## config.mk

```make
export PLATFORM = sky130hd
export DESIGN_NAME = pdc_entry
export DESIGN_NICKNAME = d
export VERILOG_FILES = /design/src/sv/pdc_pkg.sv /design/src/sv/pdc_entry.sv
export SDC_FILE = /design/constraint.sdc
export NUM_CORES = 1
export LEC_CHECK = 0
export ABC_AREA = 1
export BUFFER_PORTS_ARGS = -buffer_cell sky130_fd_sc_hd__buf_2
export CAP_MARGIN = 40
export CELL_PAD_IN_SITES_DETAIL_PLACEMENT = 1
export CELL_PAD_IN_SITES_GLOBAL_PLACEMENT = 1
export CORE_AREA = 2 2 89 91
export DETAILED_ROUTE_END_ITERATION = 10
export DIE_AREA = 0 0 91 93
export PLACE_DENSITY_LB_ADDON = 0.1
export SYNTH_ARGS = -nofsm -noshare
export SYNTH_HDL_FRONTEND = slang
export SYNTH_SLANG_ARGS = --single-unit
export TNS_END_PERCENT = 30
```

## constraint.sdc

```tcl
create_clock -name i_clk -period 1.8 [get_ports i_clk]
set_input_delay 0.09 -clock i_clk [delete_from_list [all_inputs] [get_ports i_clk]]
set_output_delay 0.09 -clock i_clk [all_outputs]
set_load 0.05 [all_outputs]
```

## src/sv/pdc_pkg.sv

```systemverilog
// ----------------------------------------------------------------------------
// pdc_pkg
// Types and constants shared by the phone number duplicate counter.
// ----------------------------------------------------------------------------
package pdc_pkg;

    localparam int TABLE_DEPTH = 1024;
    localparam int KEY_W       = 28;
    localparam int RPT_W       = 11;
    localparam int CNT_W       = $clog2(TABLE_DEPTH + 1);

    localparam logic [RPT_W-1:0] RPT_MAX   = {RPT_W{1'b1}};
    localparam logic [CNT_W-1:0] DEPTH_CNT = CNT_W'(TABLE_DEPTH);

    typedef enum logic [1:0] {
        FN_CHAR  = 2'd0,
        FN_END   = 2'd1,
        FN_DRAIN = 2'd2,
        FN_CLEAR = 2'd3
    } t_func;

    typedef enum logic [2:0] {
        ST_ACCEPTED = 3'd0,
        ST_BAD      = 3'd1,
        ST_FULL     = 3'd2,
        ST_DUP      = 3'd3,
        ST_NODUP    = 3'd4,
        ST_END      = 3'd5
    } t_status;

    // Insert may place a new key; update only bumps an existing count.
    typedef enum logic [1:0] {
        OP_INS = 2'd0,
        OP_UPD = 2'd1,
        OP_DRN = 2'd2
    } t_op;

    typedef enum logic {
        S_IDLE = 1'b0,
        S_WALK = 1'b1
    } t_state;

    // Token that walks the cell chain, one cell per cycle.
    typedef struct packed {
        logic             vld;
        t_op              op;
        logic             alive;
        logic             hit;
        logic [KEY_W-1:0] key;
        logic [RPT_W-1:0] cnt;
        logic [CNT_W-1:0] pos;
    } t_tok;

    typedef struct packed {
        logic occupied;
        logic searchable;
    } t_cell_ctl;

endpackage

```

## src/sv/pdc_entry.sv

```systemverilog
// ----------------------------------------------------------------------------
// pdc_entry
// Collects the characters of one entry into a seven digit BCD key.
// ----------------------------------------------------------------------------
module pdc_entry (
    input  logic                       i_clk,
    input  logic                       i_rst_n,
    input  logic                       i_char_vld,
    input  logic [7:0]                 i_char,
    input  logic                       i_flush,
    output logic [pdc_pkg::KEY_W-1:0]  o_key,
    output logic                       o_ok
);
    import pdc_pkg::*;

    localparam logic [7:0] CHR_ZERO = 8'h30;
    localparam logic [7:0] CHR_NINE = 8'h39;
    localparam logic [7:0] CHR_UA   = 8'h41;
    localparam logic [7:0] CHR_UZ   = 8'h5A;
    localparam logic [7:0] CHR_LA   = 8'h61;
    localparam logic [7:0] CHR_LZ   = 8'h7A;
    localparam logic [3:0] NUM_DIGITS = 4'd7;
    localparam logic [3:0] TOO_MANY   = 4'd8;

    // Returns {has_digit, digit} for a letter offset from 'A'.
    function automatic logic [4:0] keypad(input logic [4:0] idx);
        logic [4:0] res;
        unique case (idx)
            5'd0, 5'd1, 5'd2:    res = {1'b1, 4'd2};
            5'd3, 5'd4, 5'd5:    res = {1'b1, 4'd3};
            5'd6, 5'd7, 5'd8:    res = {1'b1, 4'd4};
            5'd9, 5'd10, 5'd11:  res = {1'b1, 4'd5};
            5'd12, 5'd13, 5'd14: res = {1'b1, 4'd6};
            5'd15, 5'd17, 5'd18: res = {1'b1, 4'd7};
            5'd19, 5'd20, 5'd21: res = {1'b1, 4'd8};
            5'd22, 5'd23, 5'd24: res = {1'b1, 4'd9};
            default:             res = {1'b0, 4'd0};
        endcase
        return res;
    endfunction

    logic [KEY_W-1:0] r_buf, n_buf;
    logic [3:0]       r_total, n_total;
    logic             r_bad, n_bad;
    logic [7:0]       w_ofs;
    logic [7:0]       w_num;
    logic [4:0]       w_pad;
    logic             w_push;
    logic [3:0]       w_digit;

    assign w_ofs = i_char - CHR_UA;
    assign w_num = i_char - CHR_ZERO;
    assign w_pad = keypad(w_ofs[4:0]);

    always_comb begin
        n_buf   = r_buf;
        n_total = r_total;
        n_bad   = r_bad;
        w_push  = 1'b0;
        w_digit = w_num[3:0];
        if (i_flush) begin
            n_buf   = '0;
            n_total = '0;
            n_bad   = 1'b0;
        end else if (i_char_vld) begin
            if (i_char >= CHR_ZERO && i_char <= CHR_NINE) begin
                w_push = 1'b1;
            end else if (i_char >= CHR_UA && i_char <= CHR_UZ) begin
                w_digit = w_pad[3:0];
                if (w_pad[4]) begin
                    w_push = 1'b1;
                end else begin
                    n_bad = 1'b1;
                end
            end else if (i_char >= CHR_LA && i_char <= CHR_LZ) begin
                n_bad = 1'b1;
            end
            if (w_push) begin
                if (r_total < NUM_DIGITS) begin
                    n_buf   = {r_buf[KEY_W-5:0], w_digit};
                    n_total = r_total + 1'b1;
                end else begin
                    // Extra digits are dropped and the count sticks at eight.
                    n_total = TOO_MANY;
                    n_bad   = 1'b1;
                end
            end
        end
    end

    always_ff @(posedge i_clk) begin
        if (!i_rst_n) begin
            r_buf   <= '0;
            r_total <= '0;
            r_bad   <= 1'b0;
        end else begin
            r_buf   <= n_buf;
            r_total <= n_total;
            r_bad   <= n_bad;
        end
    end

    assign o_key = r_buf;
    assign o_ok  = !r_bad && (r_total == NUM_DIGITS);

endmodule

```

### Yosys cells after proc, flatten, opt, wreduce, memory -nomap -nowiden

Memory sizes are Yosys's and may differ from the RTL's.
Index checks and enable logic that the tools add are counted.

| word-level totals | value |
|---|---|
| output and inout bits | 29 |
| input bits | 12 |
| memory bits (read-only) | 160 |
| memories kept | 1 |
| register bits after elaboration | 33 |
| word-level logic and storage cells | 38 |

| cells by class | value |
|---|---|
| order comparisons | 7 |
| $add $sub $neg | 3 |
| mux-type cells | 14 |
| eq/ne operators | 1 |
| reductions and logical operators | 8 |
| bitwise operators | 1 |

Memory list:

| memory | words | width | rd ports | clocked after Yosys merged registers in | write ports | line | RTL |
|---|---|---|---|---|---|---|---|
| (name not given) | 32 | 5 | 1 | 0 | 0 | pdc_entry.sv:28 | `unique case (idx)` |

Operator list:

| operator | number |
|---|---|
| $ge A8 B7 Y1 const B | 2 |
| $le A8 B7 Y1 const B | 2 |
| $mux W4 | 3 |
| $mux W1 | 11 |
| $ge A8 B6 Y1 const B | 1 |
| $le A8 B6 Y1 const B | 1 |
| $sub A5 B1 Y5 const B | 1 |
| $add A4 B1 Y4 const B | 1 |
| $eq A4 B3 Y1 const B | 1 |
| $logic_and A1 B1 Y1 | 4 |
| $lt A4 B3 Y1 const B | 1 |
| $sub A4 B1 Y4 const B | 1 |
| $reduce_and A3 Y1 | 1 |
| $reduce_and A2 Y1 | 1 |
| $reduce_or A2 Y1 | 1 |
| $logic_not A1 Y1 | 1 |
| $not A1 Y1 | 1 |

### Depth between registers and ports, before layout

Gate-level depths: netlist of run 1.
An unclocked memory read counts as a cell.

| depth | value |
|---|---|
| depth in word-level cells | 8 |
| mapped depth | 13 |
| mapped depth without buffers | 13 |

### Worst setup path after synthesis of run 1

No wires, ideal clock.

| path | value |
|---|---|
| path type | register to output |
| start | register r_total[0] |
| end | output o_ok |
| required time | 1.710 ns |
| path slack | 0.108 ns |
| arrival time | 1.602 ns |
| path buffers | 0 |
| stages on the path, launching flop included | 4 |
| cells stage by stage | dfxtp_1 > ha_1 > nand2_1 > nor3_1 |

| between the ends | value |
|---|---|
| cells in the longest elaborated chain, start to end | 2 |

Ends and longest elaborated chain:

| item | line | RTL |
|---|---|---|
| start, declared | pdc_entry.sv:43 | `logic [3:0] r_total, n_total;` |
| start signal, assigned | pdc_entry.sv:98 | `r_total <= n_total;` |
| $eq A4 B3 Y1 | pdc_entry.sv:104 | `assign o_ok = !r_bad && (r_total == NUM_DIGITS);` |
| $logic_and A1 B1 Y1 | pdc_entry.sv:104 |  |
| end, declared | pdc_entry.sv:12 | `output logic o_ok` |

No other way between the ends.

### Worst setup path after layout of run 1

| path | value |
|---|---|
| start | register r_total[0] |
| end | register r_buf[0], in the netlist o_key[0] |

| between the ends | value |
|---|---|
| cells in the longest elaborated chain, start to end | 2 |

Ends and longest elaborated chain:

| item | line | RTL |
|---|---|---|
| $lt A4 B3 Y1 | pdc_entry.sv:79 | `if (r_total < NUM_DIGITS) begin` |
| $reduce_and A3 Y1 (no source line) | - |  |
| end signal, assigned | pdc_entry.sv:97 | `r_buf <= n_buf;` |
| end, declared | pdc_entry.sv:42 | `logic [KEY_W-1:0] r_buf, n_buf;` |

No other way between the ends.
A chain may end at the register's enable or synchronous reset.

==> results of run 1 <==
## per-layer routing
| layer | up-vias | track usage (%) | part of all wire [%] |
|---|---|---|---|
| li1 | 973 | - | - |
| met1 | 851 | 17.52 | 52 |
| met2 | 22 | 19.51 | 44 |
| met3 | 4 | 3.062 | 3.1 |
| met4 | 0 | 1.894 | 0.63 |
| met5 | - | 0 | 0 |
## layout make-up
cell class | instances | area, sq um | share of cell area, %
clock buffers | 6 | 72.57 | 3.156
clock inverters | 2 | 10.01 | 0.4353
inverters | 30 | 120.1 | 5.223
multi-input cells | 202 | 975.9 | 42.44
flip-flops and latches | 33 | 660.6 | 28.73
well taps | 102 | 127.6 | 5.549
repair buffers | 56 | 332.8 | 14.47
## kinds of logic after synthesis
logic type                 Yosys count
AOI/OAI and AO/OA                   45
adders and majority gates            5
buffers and inverters               38
DFF                                 33
and+or+nand+nor                    152
## worst paths after layout
kind	slack, ns	cells past startpoint	endpoint	from
setup / recovery	0.17	11	o_key[0]	r_total[0]
setup reg to reg	0.17	11	o_key[0]	r_total[0]
hold / removal	0.13	3	r_bad	i_char_vld
hold reg to reg	0.45	2	r_bad	r_bad
## cells in the final DEF (no fill, tap or decap), drive strengths merged
master  count
a21oi      36
buf        56
clkbuf      6
clkinv      4
dfxtp      33
ha          5
inv        28
nand2     109
nand3      18
nand4       3
nor2       20
nor3        2
o21a        1
o21ai       8
## cells in the mapped netlist (all sizes together)
library cell	instances	share of area [%]
nor3	2	0.55
nor2	20	4.4
nand3	18	6.2
buf	6	2.9
ha	5	3.4
clkinv	3	0.90
o21a	1	0.41
nand2	109	24
inv	27	5.6
clkbuf	2	0.41
o21ai	8	2.2
a21oi	36	11
dfxtp	33	36
nand4	3	1.4
## sequential cells by signal, summed over array words and instances, names as in the netlist
name     cells
o_key       28
r_bad        1
r_total      4
## critical path, stage by stage (launching register included)
cell and delay (ns):
sky130_fd_sc_hd__dfxtp_1 0.33, sky130_fd_sc_hd__ha_1 0.22, sky130_fd_sc_hd__nand2_1 0.09, sky130_fd_sc_hd__inv_1 0.05, sky130_fd_sc_hd__nor2_1 0.14, sky130_fd_sc_hd__nand2_1 0.08, sky130_fd_sc_hd__inv_2 0.10, sky130_fd_sc_hd__nand3_4 0.13
sky130_fd_sc_hd__buf_12 0.19, sky130_fd_sc_hd__nand2_1 0.07, sky130_fd_sc_hd__nand2_1 0.05, sky130_fd_sc_hd__a21oi_2 0.10
## per-stage QoR
step           utilization (%)  setup TNS [ns]
2_1_floorplan                -               0
3_3_place_gp             29.42               0
3_5_place_dp             29.42         -0.3180
4_1_cts                  30.52               0
5_1_grt                  30.55               0
6_report                 30.55               0
## power breakdown
| group | internal [mW] | total [mW] | switching (mW) | leakage (nW) |
|---|---|---|---|---|
| logic | 0.0927 | 0.267 | 0.174 | 0.751 |
| clock network | 0.268 | 0.532 | 0.264 | 0.0450 |
| registers | 0.735 | 0.738 | 0.00368 | 0.266 |
| total | 1.10 | 1.54 | 0.442 | 1.06 |
==> metrics.cfg, run 1 <==
[cells_and_area]
synthToLayoutAreaGrowth_pct = 26.76
post_layout_nonfiller_instances = 431
fillCellCount = 1015
final_layout_size_suffix_gt1_share_pct = 27.05
stdcell_area_sq_um = 2300
antenna-diode-count = 0
net_count_final = 345

[timing]
worst_slack_ns = 0.1671
worst_clock_skew_ns = 0.006458
worst_slew_margin_rel_pct = 78.35
fmax_mhz = 612.4
grt_setup_unrepaired = false
hold_viol_final = 0
fin_hold_ws_ns = 0.1252
finalCritPeriodShare_pct = 90.71
drv_slew = 0
tightest_slew_ns = 0.3248
finalSetupViolations = 0
final.min_clock_period_ns = 1.633

[yosys]
post_synth.cell_area_avg_sq_um = 6.646
synthAdderAreaFrac_pct = 3.448
yosys_register_bits = 33
post_synth_and_or_nand_nor_area_fraction_pct = 36.34
yosys-mux-area-fraction_pct = 0
syn_nets = 290
synth_top_family_by_area = simple AND/OR/NAND/NOR gates
netlist_area_sq_um = 1814
yosysWarningCount = 0
share_of_the_synthesized_netlist_area_taken_by_xor_and_xnor_gates_pct = 0
cells_after_synthesis = 273
compound_gate_portion_of_the_synthesized_area_pct = 14.00
seq_area_frac_synth_pct = 36.41
synth_cell_type_count = 24

[floorplan]
ioPinCount = 41
die_height_um = 93
die_w_um = 91
start_util_pct = 24.10
fp.dieArea_sq_um = 8463
core_region_area_sq_um = 7527
num_rows = 32

[cts]
clock-root-buffer = sky130_fd_sc_hd__clkbuf_8
post-cts-setup-buffer-count = 0
cts_max_path_buffers = 2
clock_latency_ns = 0.28
htree_num_levels = 2
ctsHoldBuffers = 0
post_cts_resize_count = 0
clkSlewWorstSetupHoldPaths_ns = 0.07
tritoncts_clock_tree = built
tritoncts.num_buffers = 5
cts_sinks = 33

[route]
totalWireLength_mm = 4.886
postRouteAntennaNets = 0
drt_drc_violations_left = 0
first_iter_violations = 49
drt_first_pass_iters = 4
mean_routed_wirelength_per_cell_um = 11.34
routed_via_density = 4.292
detailroute.via_count = 1850

[placed_design]
dp_hpwl_mm = 3.687
area_after_dpl_sq_um = 2215
io_buffer_count = 40
gp_routability_congestion = 0.8097
place_inst = 423
place_worst_setup_slack_ns = -0.02216

[worst_setup_path]
worst-path-max-fanout = 29
timing.critical_path.to_type = flop
timing.critical_path.arrival_ns = 1.84
path_class = flop to flop
critical_path_required_ns = 2.01
crit_path_start_kind = flop

[power]
ir_drop_mv = 0.3150
p_leak_nw = 1.062
power_mw = 1.537
p_per_area_nw_per_um2 = 668.3

[global_routing]
grt_pass1_vias = 1813
antenna_found_initial = 0
grt_start_max_net_pins = 30
global_route.overflow_total = 0
grtUsageTotal_pct = 12.40
grt_pass1_wl_mm = 8.652

[worst_hold_path]
min_path_type = primary input to flop

[job]
cap_viol_max_count = 0

[status]
outcome = finished, final reports clean

Note: power is estimated with default switching activity, not from simulation.
==> inputs of run 2 (changes only) <==
- PLACE_DENSITY: unset -> 0.57
- PLACE_DENSITY_LB_ADDON: 0.1 -> unset
==> run 2 against run 1 <==
Against the previous run:
- first-iteration DRC count up 22%
- worst hold slack better by 0.0093 ns
- clock power up 35%
- utilization up 0.68 points
- non-clock buffer count up 3
- routed wire length down 1.6%
- die area unchanged
- via count up 0.38%
- largest power group unchanged
- highest routed layer unchanged
- sequential power about the same
- maximum frequency up 1.9%
==> metrics.cfg, run 2 (synthesis results as in run 1) <==
[cts]
clock-root-buffer = sky130_fd_sc_hd__clkbuf_8
cts_sinks = 33  ; unchanged
cts_max_path_buffers = 2  ; unchanged
ctsHoldBuffers = 0  ; unchanged
clock_latency_ns = 0.28  ; about the same
tritoncts.num_buffers = 5  ; unchanged
clkSlewWorstSetupHoldPaths_ns = 0.07  ; about the same
post-cts-setup-buffer-count = 0  ; unchanged
tritoncts_clock_tree = built
htree_num_levels = 2  ; unchanged

[timing]
finalSetupViolations = 0  ; unchanged
drv_slew = 0  ; unchanged
fmax_mhz = 624.0  ; +1.9%
worst_clock_skew_ns = 0.009275  ; +0.002817 ns
tightest_slew_ns = 0.3292  ; +0.004431 ns
hold_viol_final = 0  ; unchanged
worst_slack_ns = 0.1975  ; +0.03037 ns
final.min_clock_period_ns = 1.602  ; -0.03037 ns
fin_hold_ws_ns = 0.1345  ; +0.009285 ns
worst_slew_margin_rel_pct = 78.05  ; -0.30 points
totalNegativeSetupSlack_ns = 0  ; unchanged
finalCritPeriodShare_pct = 89.03  ; -1.7 points
grt_setup_unrepaired = false

[cells_and_area]
fin_util_pct = 31.23  ; +0.68 points
post_layout_nonfiller_instances = 434  ; +0.70%
final_layout_size_suffix_gt1_share_pct = 27.71  ; +0.66 points
layout.cells.most_common = sky130_fd_sc_hd__nand2_1
synthToLayoutAreaGrowth_pct = 29.59
number_of_flip_flops_in_the_largest_register = 28  ; unchanged
net_count_final = 348  ; +0.87%
antenna-diode-count = 0  ; unchanged
stdcell_area_sq_um = 2351  ; +2.2%
most_used_cells_in_the_layout_excluding_fill_and_tap_cells = 102 x sky130_fd_sc_hd__nand2_1, 40 x sky130_fd_sc_hd__buf_2, 33 x sky130_fd_sc_hd__dfxtp_1

[global_routing]
global_route.overflow_total = 0  ; unchanged
grt_pass1_wl_mm = 8.411  ; -2.8%
grt_start_max_net_pins = 28  ; -6.7%
antenna_found_initial = 0  ; unchanged
grt_pass1_vias = 1903  ; +5.0%
grtUsageTotal_pct = 11.86  ; -0.54 points

[worst_setup_path]
timing.critical_path.arrival_ns = 1.82  ; -0.02 ns
critical_path_required_ns = 2.01  ; about the same
regToRegStartpoint = r_total[0]
path_class = flop to flop
timing.critical_path.from = r_total[0]
timing.critical_path.to_type = flop
crit_path_start_kind = flop
worst-path-max-fanout = 8  ; -72%

[power]
p_leak_nw = 1.085  ; +2.2%
ir_drop_mv = 0.2587  ; -18%
p_per_area_nw_per_um2 = 733.9  ; +9.8%
power_mw = 1.725  ; +12%

[floorplan]
num_rows = 32  ; unchanged
die_height_um = 93  ; unchanged
start_util_pct = 24.10  ; unchanged
core_region_area_sq_um = 7527  ; unchanged
die_w_um = 91  ; unchanged
ioPinCount = 41  ; unchanged
fp.dieArea_sq_um = 8463  ; unchanged

[route]
drt_first_pass_iters = 4  ; unchanged
drt_drc_violations_left = 0  ; unchanged
postRouteAntennaNets = 0  ; unchanged
routed_via_density = 4.279  ; -0.32%
mean_routed_wirelength_per_cell_um = 11.08  ; -2.2%
totalWireLength_mm = 4.810  ; -1.6%
detailroute.via_count = 1857  ; +0.38%
first_iter_violations = 60  ; +22%

[worst_hold_path]
hold_sp = i_char_vld
min_path_type = primary input to flop

[placed_design]
gp_routability_congestion = 0.7773  ; -4.0%
place_inst = 426  ; +0.71%
area_after_dpl_sq_um = 2225  ; +0.45%
io_buffer_count = 40  ; unchanged
dp_hpwl_mm = 3.758  ; +1.9%
place_worst_setup_slack_ns = -0.07694  ; -0.05478 ns

[status]
outcome = finished, final reports clean

[job]
cap_viol_max_count = 0  ; unchanged

-- run 2: metal layers --
| layer | vias to the layer above | part of all wire (%) | track usage (%) |
|---|---|---|---|
| met1 | 856 | 49 | 14.42 |
| met5 | - | 0 | 0 |
| li1 | 975 | - | - |
| met2 | 22 | 47 | 21.48 |
| met3 | 4 | 2.6 | 2.740 |
| met4 | 0 | 0.98 | 2.273 |
-- run 2: area by class of cell --
| type | count | area (sq um) |
|---|---|---|
| fillers | 1002 | 5176 |
| well taps | 102 | 127.6 |
| clock inverters | 1 | 30.03 |
| multi-input cells | 202 | 978.4 |
| flip-flops and latches | 33 | 660.6 |
| inverters | 30 | 125.1 |
| clock buffers | 7 | 86.33 |
| repair buffers | 59 | 342.8 |
-- run 2: worst max-delay path: stages, from the launching register on --
cell and delay (ns):
sky130_fd_sc_hd__dfxtp_1 0.32, sky130_fd_sc_hd__ha_1 0.21, sky130_fd_sc_hd__nand2_1 0.09, sky130_fd_sc_hd__inv_1 0.06, sky130_fd_sc_hd__nor2_2 0.10, sky130_fd_sc_hd__nand2_1 0.06, sky130_fd_sc_hd__inv_1 0.12, sky130_fd_sc_hd__nand3_4 0.16
sky130_fd_sc_hd__buf_4 0.21, sky130_fd_sc_hd__nand2_1 0.05, sky130_fd_sc_hd__nand2_1 0.05, sky130_fd_sc_hd__a21oi_2 0.09
-- run 2: path summary, 6_finish.rpt --
check / slack, ns / to / depth (start not counted)
max: 0.20 / o_key[1] / 11
min: 0.13 / r_bad / 3
max reg2reg: 0.20 / o_key[1] / 11
min reg2reg: 0.46 / r_bad / 2
-- run 2: repair_timing --
item,CTS,global route
resized for setup,0,3
setup endpoints to repair,0,28
hold endpoints to repair,0,0
-- run 2: where the power goes --
group          total [mW]  internal, mW  leakage (nW)  switching (mW)
registers           0.738         0.735         0.266         0.00373
clock network       0.719         0.451        0.0585           0.268
logic               0.268        0.0945         0.761           0.173
